`src/rtl/naca4_div.sv`:
```
// Pipelined restoring unsigned divider, one quotient bit per stage, with sideband.
module naca4_div #(
  parameter int unsigned NW     = 49,
  parameter int unsigned DW     = 18,
  parameter int unsigned QW     = 32,
  parameter int unsigned SIDE_W = 8
) (
  input  logic              clk_i,
  input  logic              rst_ni,
  input  logic              valid_i,
  input  logic [NW-1:0]     num_i,
  input  logic [DW-1:0]     den_i,
  input  logic [SIDE_W-1:0] side_i,
  output logic              valid_o,
  output logic [QW-1:0]     quo_o,
  output logic [SIDE_W-1:0] side_o
);

  logic [NW-1:0] num_hi;
  assign num_hi = num_i >> QW;

  logic              vld_q  [QW];
  logic [DW-1:0]     rem_q  [QW];
  logic [QW-1:0]     lo_q   [QW];
  logic [QW-1:0]     quo_q  [QW];
  logic [DW-1:0]     den_q  [QW];
  logic [SIDE_W-1:0] side_q [QW];

  for (genvar k = 0; k < QW; k++) begin : g_stage
    logic              v_in;
    logic [DW-1:0]     rem_in;
    logic [QW-1:0]     lo_in;
    logic [QW-1:0]     quo_in;
    logic [DW-1:0]     den_in;
    logic [SIDE_W-1:0] s_in;
    logic [DW:0]       rem_sh;
    logic [DW:0]       diff;
    logic              ge;

    if (k == 0) begin : g_first
      assign v_in   = valid_i;
      assign rem_in = num_hi[DW-1:0];
      assign lo_in  = num_i[QW-1:0];
      assign quo_in = '0;
      assign den_in = den_i;
      assign s_in   = side_i;
    end else begin : g_next
      assign v_in   = vld_q[k-1];
      assign rem_in = rem_q[k-1];
      assign lo_in  = lo_q[k-1];
      assign quo_in = quo_q[k-1];
      assign den_in = den_q[k-1];
      assign s_in   = side_q[k-1];
    end

    assign rem_sh = {rem_in, lo_in[QW-1]};
    assign ge     = rem_sh >= {1'b0, den_in};
    assign diff   = rem_sh - {1'b0, den_in};

    always_ff @(posedge clk_i or negedge rst_ni) begin
      if (!rst_ni) begin
        vld_q[k] <= 1'b0;
      end else begin
        vld_q[k] <= v_in;
      end
    end

    always_ff @(posedge clk_i) begin
      side_q[k] <= s_in;
      den_q[k]  <= den_in;
      lo_q[k]   <= lo_in << 1;
      quo_q[k]  <= {quo_in[QW-2:0], ge};
      rem_q[k]  <= ge ? diff[DW-1:0] : rem_sh[DW-1:0];
    end
  end

  assign valid_o = vld_q[QW-1];
  assign quo_o   = quo_q[QW-1];
  assign side_o  = side_q[QW-1];

endmodule

```
`config.mk`:
```
export PLATFORM = sky130hd
export DESIGN_NAME = naca4_div
export DESIGN_NICKNAME = d
export VERILOG_FILES = /design/src/rtl/naca4_div.sv
export SDC_FILE = /design/constraint.sdc
export NUM_CORES = 2
export LEC_CHECK = 0
export BUFFER_PORTS_ARGS = -buffer_cell sky130_fd_sc_hd__buf_2
export CAP_MARGIN = 5
export CORE_ASPECT_RATIO = 0.9
export CORE_UTILIZATION = 52
export CTS_CLUSTER_DIAMETER = 200
export DETAILED_ROUTE_END_ITERATION = 8
export GPL_ROUTABILITY_DRIVEN = 1
export PLACE_DENSITY = 0.68
export SLEW_MARGIN = 0
export SYNTH_ARGS = -nofsm -noshare
export SYNTH_HDL_FRONTEND = slang
export SYNTH_SLANG_ARGS = --single-unit
```
`constraint.sdc`:
```
create_clock -name clk_i -period 9.5 [get_ports clk_i]
set_input_delay 0.95 -clock clk_i [delete_from_list [all_inputs] [get_ports clk_i]]
set_output_delay 0.95 -clock clk_i [all_outputs]
set_load 0.02 [all_outputs]
```
==> flow_summary.ini <==
[yosys]
netlist_top_cells_area = dfxtp_1, ha_1, mux2_2, inv_1, a21oi_1
yosysTopAreaCell = dfxtp_1
postSynthCellCount = 7305
ys_warn_count = 0
synth_seq_area_share = 0.590
synth-main-ff-cell = dfxtp_1
synth_common_cells = dfxtp_1, inv_1, ha_1
netlist_area_um2 = 82700
synth.most_common_cell = dfxtp_1
synth_nets = 7990
synthDistinctLibCells = 87
synth-edff-count = 0
ys_ff_latch = 2428
avgSynthCellArea_um2 = 11.3
yosysTopAreaCellShare = 0.580
async_flop_share = 0.0132

[place]
io_buffers = 118
gp_congestion = 0.893
place_ws_ns = 5.18
dpl-instance-area_um2 = 85600
hpwl_mm = 107
placedCellCount = 9459

[sta]
relSlewSlack = 0.205
skew_ns = 0.0540
holdWs_ns = 0.153
setup_slack_ns = 5.90
hold_viol = 0
clock.fmax_mhz = 278
drv_slew = 0
rsz0062_at_grt = false
worst_pin_slew_ns = 1.19
fin_tns_setup_ns = 0
finalSetupViolCount = 0
finalCritPeriodShare = 0.379
min_period_ns = 3.60

[clock_tree]
numCtsBuffers = 222
cts_resized = 0
cts_tree = built
postCtsSetupBuffers = 0
clk_pin_slew_ns = 0.06
cts_max_path_buffers = 3
clk_latency_ns = 0.85
ctsHoldBuffers = 0
root_buffer = clkbuf_16
htree_levels = 4
clock-sinks = 2428

[route]
final_antenna_net_count = 0
drt-initial-drc-count = 2620
wl_met3_mm = 6.30
detail_route.vias_per_cell = 5.01
top_layer_used = met4
dr_total_vias = 49500
avgRoutedWirePerCell_um = 15.0
wirelength_mm = 148
dr_wl_met2_mm = 63.2
drt-met1-wl_mm = 74.6
firstDrtPassIters = 5
drcViolationCount = 0

[floorplanning]
ios = 119
dieWidth_um = 422
initial_utilization = 0.525
rows = 138
core_area_um2 = 157000
dieArea_um2 = 161000
die_h_um = 380

[hold_path]
hp-class = input port to asynchronous set/reset pin

[global_route]
grt_pass1_wl_mm = 242
antenna_found_initial = 1
grt_use_total = 0.182
grt_max_degree = 37
overflow = 0
grt_pass1_vias = 48300

[pwr]
leakagePower_nw = 42.1
total_power_mw = 36.6
powerDensity_nw_per_um2 = 389
vdd_drop_max_mv = 0.201

[finish]
drive_gt1_frac = 0.121
fin_util = 0.596
final_area_um2 = 93900
area_delta_synth_final_pct = 13.6
nNetsFinal = 8268
final_cells = 9882

[critical_path]
critPathLaunchType = register
worstSetupEndpointType = register
cp.required_ns = 10.19
crit_arrival_ns = 4.28
crit_fanout = 19
criticalPathCategory = register to register

[job]
cap_violations = 0

[status]
status = finished clean
## critical path, cell delays in order, from the launching register on
cell      delay, ns
dfxtp_1        0.33
inv_1          0.07
ha_1           0.28
nor2b_1        0.13
o21ai_0        0.26
a21boi_1       0.16
o21ai_0        0.26
nand2_1        0.15
a21boi_1       0.33
o41ai_1        0.16
a31oi_2        0.93
mux2_2         0.43
## flip-flops by register name, indices dropped and copies added, names as in the netlist
register / count
den_q: 558
side_q: 256
valid_o: 1
rem_q: 558
g_stage.v_in: 31
lo_q: 496
quo_q: 528
## final cells by class
cell class,instances,area [um2]
antenna,3,7.51
clock buffer,284,6240
clock inverter,136,2020
fill,12700,63600
inverter,763,2860
multi-input combinational,4035,30700
sequential,2428,48800
tap,2100,2630
timing repair buffer,133,703
## placed cells by master, fill, tap and decap left out, types with 83 or more instances in the layout
master,count
inv_1,763
a21oi_1,484
a21o_1,153
mux2_2,327
clkbuf_16,224
nor2b_1,88
nand3_1,94
buf_2,118
nand2b_1,83
o21ai_0,347
xnor2_1,271
dfxtp_1,2396
nand2_1,279
xor2_1,144
ha_1,576
nor2_1,378
## per-layer routing
| layer | vias to the layer above | global-route usage |
|---|---|---|
| met3 | 297 | 0.0323 |
| li1 | 25400 | - |
| met2 | 1002 | 0.280 |
| met5 | - | 0 |
| met1 | 22900 | 0.258 |
| met4 | 0 | 0.0606 |
## report_power, final
part,switching (mW),internal [mW]
sequential,1.25,12.9
clock,3.89,5.67
combinational,6.78,6.10
## kinds of logic (layout without fill, tap and decap cells)
group                      Yosys count  after routing  share of synthesized area
xor gates and xnor gates           415            415                     0.0440
adders and majority gates          607            607                     0.0947
AOI/OAI and AO/OA                 1464           1464                      0.114
DFF                               2428           2428                      0.590
muxes                              359            359                     0.0489
buffers and inverters              842           1316                     0.0397
and+or+nand+nor                   1190           1190                     0.0687
other                                0              3                          0
## final timing paths
path,startpoint,end,slack (ns),cells past startpoint
worst max-delay path,den_q[1][235],rem_q[1][261],5.90,11
worst min-delay path,rst_ni,g_stage[12].v_in,0.15,1
worst max register to register,den_q[1][235],rem_q[1][261],5.90,11
worst min register to register,side_q[2][28],side_q[3][4],0.29,0
max in group asynchronous,rst_ni,valid_o,8.92,1
min in group clk_i,num_i[24],lo_q[0][24],0.20,1
Note: power is estimated with default switching activity, not from simulation.
