[src/rtl/naca4_isqrt.sv]
// Pipelined floored integer square root, one root bit per stage, with sideband.
module naca4_isqrt #(
  parameter int unsigned RW     = 31,
  parameter int unsigned SIDE_W = 8
) (
  input  logic              clk_i,
  input  logic              rst_ni,
  input  logic              valid_i,
  input  logic [2*RW-1:0]   rad_i,
  input  logic [SIDE_W-1:0] side_i,
  output logic              valid_o,
  output logic [RW-1:0]     root_o,
  output logic [SIDE_W-1:0] side_o
);

  logic              vld_q  [RW];
  logic [RW+1:0]     rem_q  [RW];
  logic [RW-1:0]     root_q [RW];
  logic [2*RW-1:0]   rad_q  [RW];
  logic [SIDE_W-1:0] side_q [RW];

  for (genvar k = 0; k < RW; k++) begin : g_stage
    logic              v_in;
    logic [RW+1:0]     rem_in;
    logic [RW-1:0]     root_in;
    logic [2*RW-1:0]   rad_in;
    logic [SIDE_W-1:0] s_in;
    logic [RW+2:0]     rem_sh;
    logic [RW+2:0]     trial;
    logic [RW+2:0]     diff;

    if (k == 0) begin : g_first
      assign v_in    = valid_i;
      assign rem_in  = '0;
      assign root_in = '0;
      assign rad_in  = rad_i;
      assign s_in    = side_i;
    end else begin : g_next
      assign v_in    = vld_q[k-1];
      assign rem_in  = rem_q[k-1];
      assign root_in = root_q[k-1];
      assign rad_in  = rad_q[k-1];
      assign s_in    = side_q[k-1];
    end

    assign rem_sh = {rem_in[RW:0], rad_in[2*RW-1 -: 2]};
    assign trial  = {1'b0, root_in, 2'b01};
    assign diff   = rem_sh - trial;

    always_ff @(posedge clk_i or negedge rst_ni) begin
      if (!rst_ni) begin
        vld_q[k] <= 1'b0;
      end else begin
        vld_q[k] <= v_in;
      end
    end

    always_ff @(posedge clk_i) begin
      side_q[k] <= s_in;
      rad_q[k]  <= rad_in << 2;
      if (rem_sh >= trial) begin
        rem_q[k]  <= diff[RW+1:0];
        root_q[k] <= {root_in[RW-2:0], 1'b1};
      end else begin
        rem_q[k]  <= rem_sh[RW+1:0];
        root_q[k] <= {root_in[RW-2:0], 1'b0};
      end
    end
  end

  assign valid_o = vld_q[RW-1];
  assign root_o  = root_q[RW-1];
  assign side_o  = side_q[RW-1];

endmodule

[config.mk]
export PLATFORM = sky130hd
export DESIGN_NAME = naca4_isqrt
export DESIGN_NICKNAME = d
export VERILOG_FILES = /design/src/rtl/naca4_isqrt.sv
export SDC_FILE = /design/constraint.sdc
export NUM_CORES = 2
export LEC_CHECK = 0
export BUFFER_PORTS_ARGS = -buffer_cell sky130_fd_sc_hd__buf_2
export CELL_PAD_IN_SITES_DETAIL_PLACEMENT = 1
export CELL_PAD_IN_SITES_GLOBAL_PLACEMENT = 2
export CORE_AREA = 4 4 472 474
export CTS_CLUSTER_DIAMETER = 120
export DETAILED_ROUTE_END_ITERATION = 7
export DIE_AREA = 0 0 476 478
export PLACE_DENSITY = 0.86
export REMOVE_ABC_BUFFERS = 1
export SYNTH_ARGS = -nofsm -noshare
export SYNTH_HDL_FRONTEND = slang
export SYNTH_MEMORY_MAX_BITS = 65536
export SYNTH_SLANG_ARGS = --single-unit
[constraint.sdc]
create_clock -name clk_i -period 4.65 [get_ports clk_i]
set_input_delay 0.93 -clock clk_i [delete_from_list [all_inputs] [get_ports clk_i]]
set_output_delay 0.93 -clock clk_i [all_outputs]
set_load 0.03 [all_outputs]
==> summary.md <==
| Metric | Value |
|---|---|
| Layout cells sized above 1 | `8.89%` |
| Setup crit end kind | `flop` |
| Global-route wire length before repair | `345000 um` |
| Clk pwr share | `38.2%` |
| CP top delay family | `simple AND/OR/NAND/NOR gates` |
| Nets@finish | `9524` |
| Post-CTS setup buffers | `0` |
| Period utilisation layout | `87.4%` |
| CTS Sinks | `2618` |
| Yosys reg bits | `2618` |
| Largest stage delay on the critical path | `0.97 ns` |
| Flop pwr share | `46.8%` |
| Placed Instances | `11500` |
| Total grt overflow | `0` |
| Reg clk slew, reported paths | `0.06 ns` |
| Sw frac | `27.3%` |
| Skew-Pair Late Insertion Delay | `0.90 ns` |
| Row cnt | `172` |
| CTS Buf Count | `287` |
| Largest net degree at the start of global routing | `55` |
| Final instance area | `105000 sq um` |
| Htree depth | `5` |
| Fin crit period | `4.06 ns` |
| Initial antenna violation count | `2` |
| LEAKAGE | `49.0 nW` |
| Root Buffer | `clkbuf_16` |
| Routed vias | `60500` |
| Finish-stage setup viols | `0` |
| First-pass detailed-route iteration total | `7` |
| DRC violations left | `0` |
| Post-synth EDFFs | `0` |
| Post-detailed-route count of antenna-violating nets | `0` |
| Tot Pwr | `0.0610 W` |
| Worst Skew | `0.0620 ns` |
| Peak VDD IR | `0.403 mV` |
| Status | `completed` |
| Crit path max fanout | `7` |
| Drt initial violations | `2689` |
| Most used DFF post-synth | `dfxtp_1` |
| Max-Cap Viols | `0` |
| Internal power | `0.0443 W` |
| Die Wd | `476 um` |
| Yosys synthesis warning count | `0` |
| Routed wire per std cell | `17.8 um` |
| Gate power share | `15.0%` |
| Clock buffer depth | `4` |
| Non-Filler Instances | `12000` |
| Placer congestion estimate | `0.849` |
| Port Buf Inserts | `112` |
| CTS tree | `yes` |
| Fillers | `23600` |
| Unrepaired setup endpoints after global routing | `false` |
| Switching pwr | `0.0167 W` |
| Async SR Flop Fraction | `1.18%` |
| CP required | `5.42 ns` |
| Worst min path class | `primary input to asynchronous set/reset pin` |
| P&R area growth vs syn | `14.9%` |
| Fin. Hold Viols | `0` |
| Rel. slew slack | `22.8%` |
| Slew Limit Fails | `0` |
| F_max | `0.246 GHz` |
| CP bufs+invs | `1` |
| Pwr Density | `581 nW/um^2` |
| Dpl cell area | `95300 sq um` |
| Top Ports | `113` |
| Mapped Cells | `8650` |
| Die ar. | `228000 sq um` |
| Die Height | `478 um` |
| Slowest-stage cell, CP | `nor4_1` |
| Setup crit start kind | `flop` |
| HPWL Detailed | `159000 um` |
| Synthesized area per cell | `10.6 sq um` |
| Hold Buf Count CTS | `0` |
| Setup CP Type | `flop to flop` |
| Overall routed net length | `214000 um` |
| Global Route Usage Sum | `18.6%` |
| Ant. Diodes | `0` |
| Sequential-to-total area share from yosys stat | `57.5%` |
| Resized cells post-CTS | `0` |
| Vias in the first global route | `64400` |
| Area of the core | `219000 sq um` |
| Crit path DAT | `4.83 ns` |
| Tightest Pin Transition | `1.15 ns` |
| Vias/cell | `5.04` |
| Starting Density | `41.8%` |
| Syn Std Cell Area | `91400 sq um` |
| Post-synthesis cell type count | `92` |
| Crit path cell chain | `inv_1, ha_1, and3_1, nand2_1, nor4_1, nand4_1, nand4_1, a31oi_4, a2111oi_0, nand2_1, xnor2_1` |
[metal layers]
metal / wire length [um] / track usage, % / up-vias / share of wire [%]
met3: 5590 / 2.53 / 422 / 2.6
met4: 6950 / 6.23 / 0 / 3.2
li1: - / - / 30100 / -
met2: 107000 / 33.5 / 711 / 50
met1: 94100 / 22.8 / 29200 / 44
met5: 0 / 0 / - / 0
[power groups by stage]
| stage | logic (W) | registers (W) | clock network, W |
|---|---|---|---|
| 5_1_grt | 0.0103 | 0.0290 | 0.0250 |
| 2_1_floorplan | 0.00694 | 0.0280 | 0 |
| 4_1_cts | 0.00923 | 0.0286 | 0.0241 |
| 3_3_place_gp | 0.00889 | 0.0290 | 0 |
| 3_5_place_dp | 0.00913 | 0.0291 | 0 |
| 6_report | 0.00918 | 0.0286 | 0.0233 |
[kinds of logic after synthesis]
logic type	synth area share [%]
flip-flops	57.5
AND/OR/NAND/NOR	11.8
AO/OA/AOI/OAI	11.4
buffers and inverters	3.47
XOR/XNOR	7.23
adder cells (fa/ha/maj)	7.23
multiplexers	1.43
other	0.00410
[registers in the layout (all words and copies together) (netlist names)]
register,count
rem_q,913
valid_o,1
root_q,496
rad_q,930
side_q,248
g_stage.v_in,30
[worst paths after layout]
path / startpoint / endpoint / slack, ns / depth (start not counted)
hold / removal: rst_ni / g_stage[14].v_in$_DFF_PN0_ / 0.08 / 1
setup reg to reg: root_q[25][13]$_DFF_P_ / rem_q[1][360]$_DFF_P_ / 0.59 / 11
setup / recovery: root_q[25][13]$_DFF_P_ / rem_q[1][360]$_DFF_P_ / 0.59 / 11
hold reg to reg: rad_q[5][177]$_DFF_P_ / rad_q[5][239]$_DFF_P_ / 0.28 / 0
min in group clk_i: rad_i[46] / rad_q[0][46]$_DFF_P_ / 0.11 / 1
max in group asynchronous: rst_ni / g_stage[20].v_in$_DFF_PN0_ / 4.13 / 1
[metrics by stage]
| step | util [%] | hold slack, ns | worst slack, ns | TNS, ns |
|---|---|---|---|---|
| after floorplan | - | 0.310 | -0.267 | -0.705 |
| after global placement | 43.5 | 0.310 | 0.402 | 0 |
| after detailed placement | 43.5 | 0.313 | 0.625 | 0 |
| after CTS | 48.0 | 0.0183 | 0.493 | 0 |
| after global routing | 48.0 | 0.0437 | 0.350 | 0 |
| final | 48.0 | 0.0782 | 0.587 | 0 |
[worst register-to-register path, stage by stage (launching register included)]
cell and delay, ns:
dfxtp_1 0.33, inv_1 0.04, ha_1 0.40, and3_1 0.24, nand2_1 0.09, nor4_1 0.97
nand4_1 0.52, nand4_1 0.30, a31oi_4 0.05, a2111oi_0 0.71, nand2_1 0.15, xnor2_1 0.15
[cell type report]
type / instances / area (sq um) / area share, %
Timing Repair Buffer: 149 / 851 / 0.810
Sequential cell: 2618 / 52600 / 50.0
Tap cell: 2871 / 3590 / 3.42
Clock buffer: 381 / 8220 / 7.82
Clock inverter: 108 / 1590 / 1.51
Multi-Input combinational cell: 5199 / 35800 / 34.0
Inverter: 668 / 2510 / 2.39
[cells in the final DEF (no fill, tap or decap), drive strengths merged, types with 17 or more instances in the layout]
cell / count
xnor2: 386
or3: 80
dfxtp: 2587
o211ai: 32
clkinv: 49
buf: 149
xor2: 369
nor4: 125
o21bai: 43
o21a: 86
nand4: 101
nand2: 523
a21oi: 492
a211oi: 45
nor2b: 70
or4: 51
a21o: 232
nand2b: 103
mux2: 102
clkbuf: 381
nor2: 514
and2: 28
and3: 33
nand3: 139
inv: 674
nand3b: 23
nand4b: 26
ha: 528
bufinv: 36
nor3: 204
a21boi: 25
or2: 56
clkinvlp: 17
o21ai: 417
o31ai: 65
a31oi: 51
dfrtp: 31
[cells in the mapped netlist (10+ instances only)]
master	n	area share (%)
o31ai_1	65	0.53
nor2_1	514	2.1
nand3b_1	23	0.19
o21bai_1	43	0.35
nand2b_1	103	0.70
or4_1	46	0.38
xnor2_1	386	3.7
and2_1	28	0.19
nand4_1	101	0.69
inv_1	664	2.7
a2111oi_0	15	0.14
or3_1	77	0.53
a221oi_1	10	0.096
mux2_2	98	1.2
o31a_1	12	0.11
nand2_1	522	2.1
o21ai_0	415	2.3
nor4b_1	15	0.14
a21boi_0	25	0.21
nor4_1	122	0.83
mux2i_1	14	0.15
o2111ai_1	13	0.12
o21a_1	86	0.71
nand4b_1	26	0.25
xor2_1	369	3.5
dfxtp_1	2587	57
or2_2	53	0.36
a31oi_1	51	0.35
and3_1	33	0.23
a21o_1	232	1.9
nor2b_1	70	0.48
a211oi_1	45	0.37
o41ai_1	16	0.15
buf_1	13	0.053
nor3b_1	12	0.099
a21oi_1	492	2.7
dfrtp_1	31	0.85
ha_1	528	7.2
and4_1	12	0.11
o211ai_1	30	0.25
nand3_1	139	0.76
a311oi_1	10	0.096
clkbuf_1	144	0.59
nor3_1	204	1.1
Note: power is estimated with default switching activity, not from simulation.
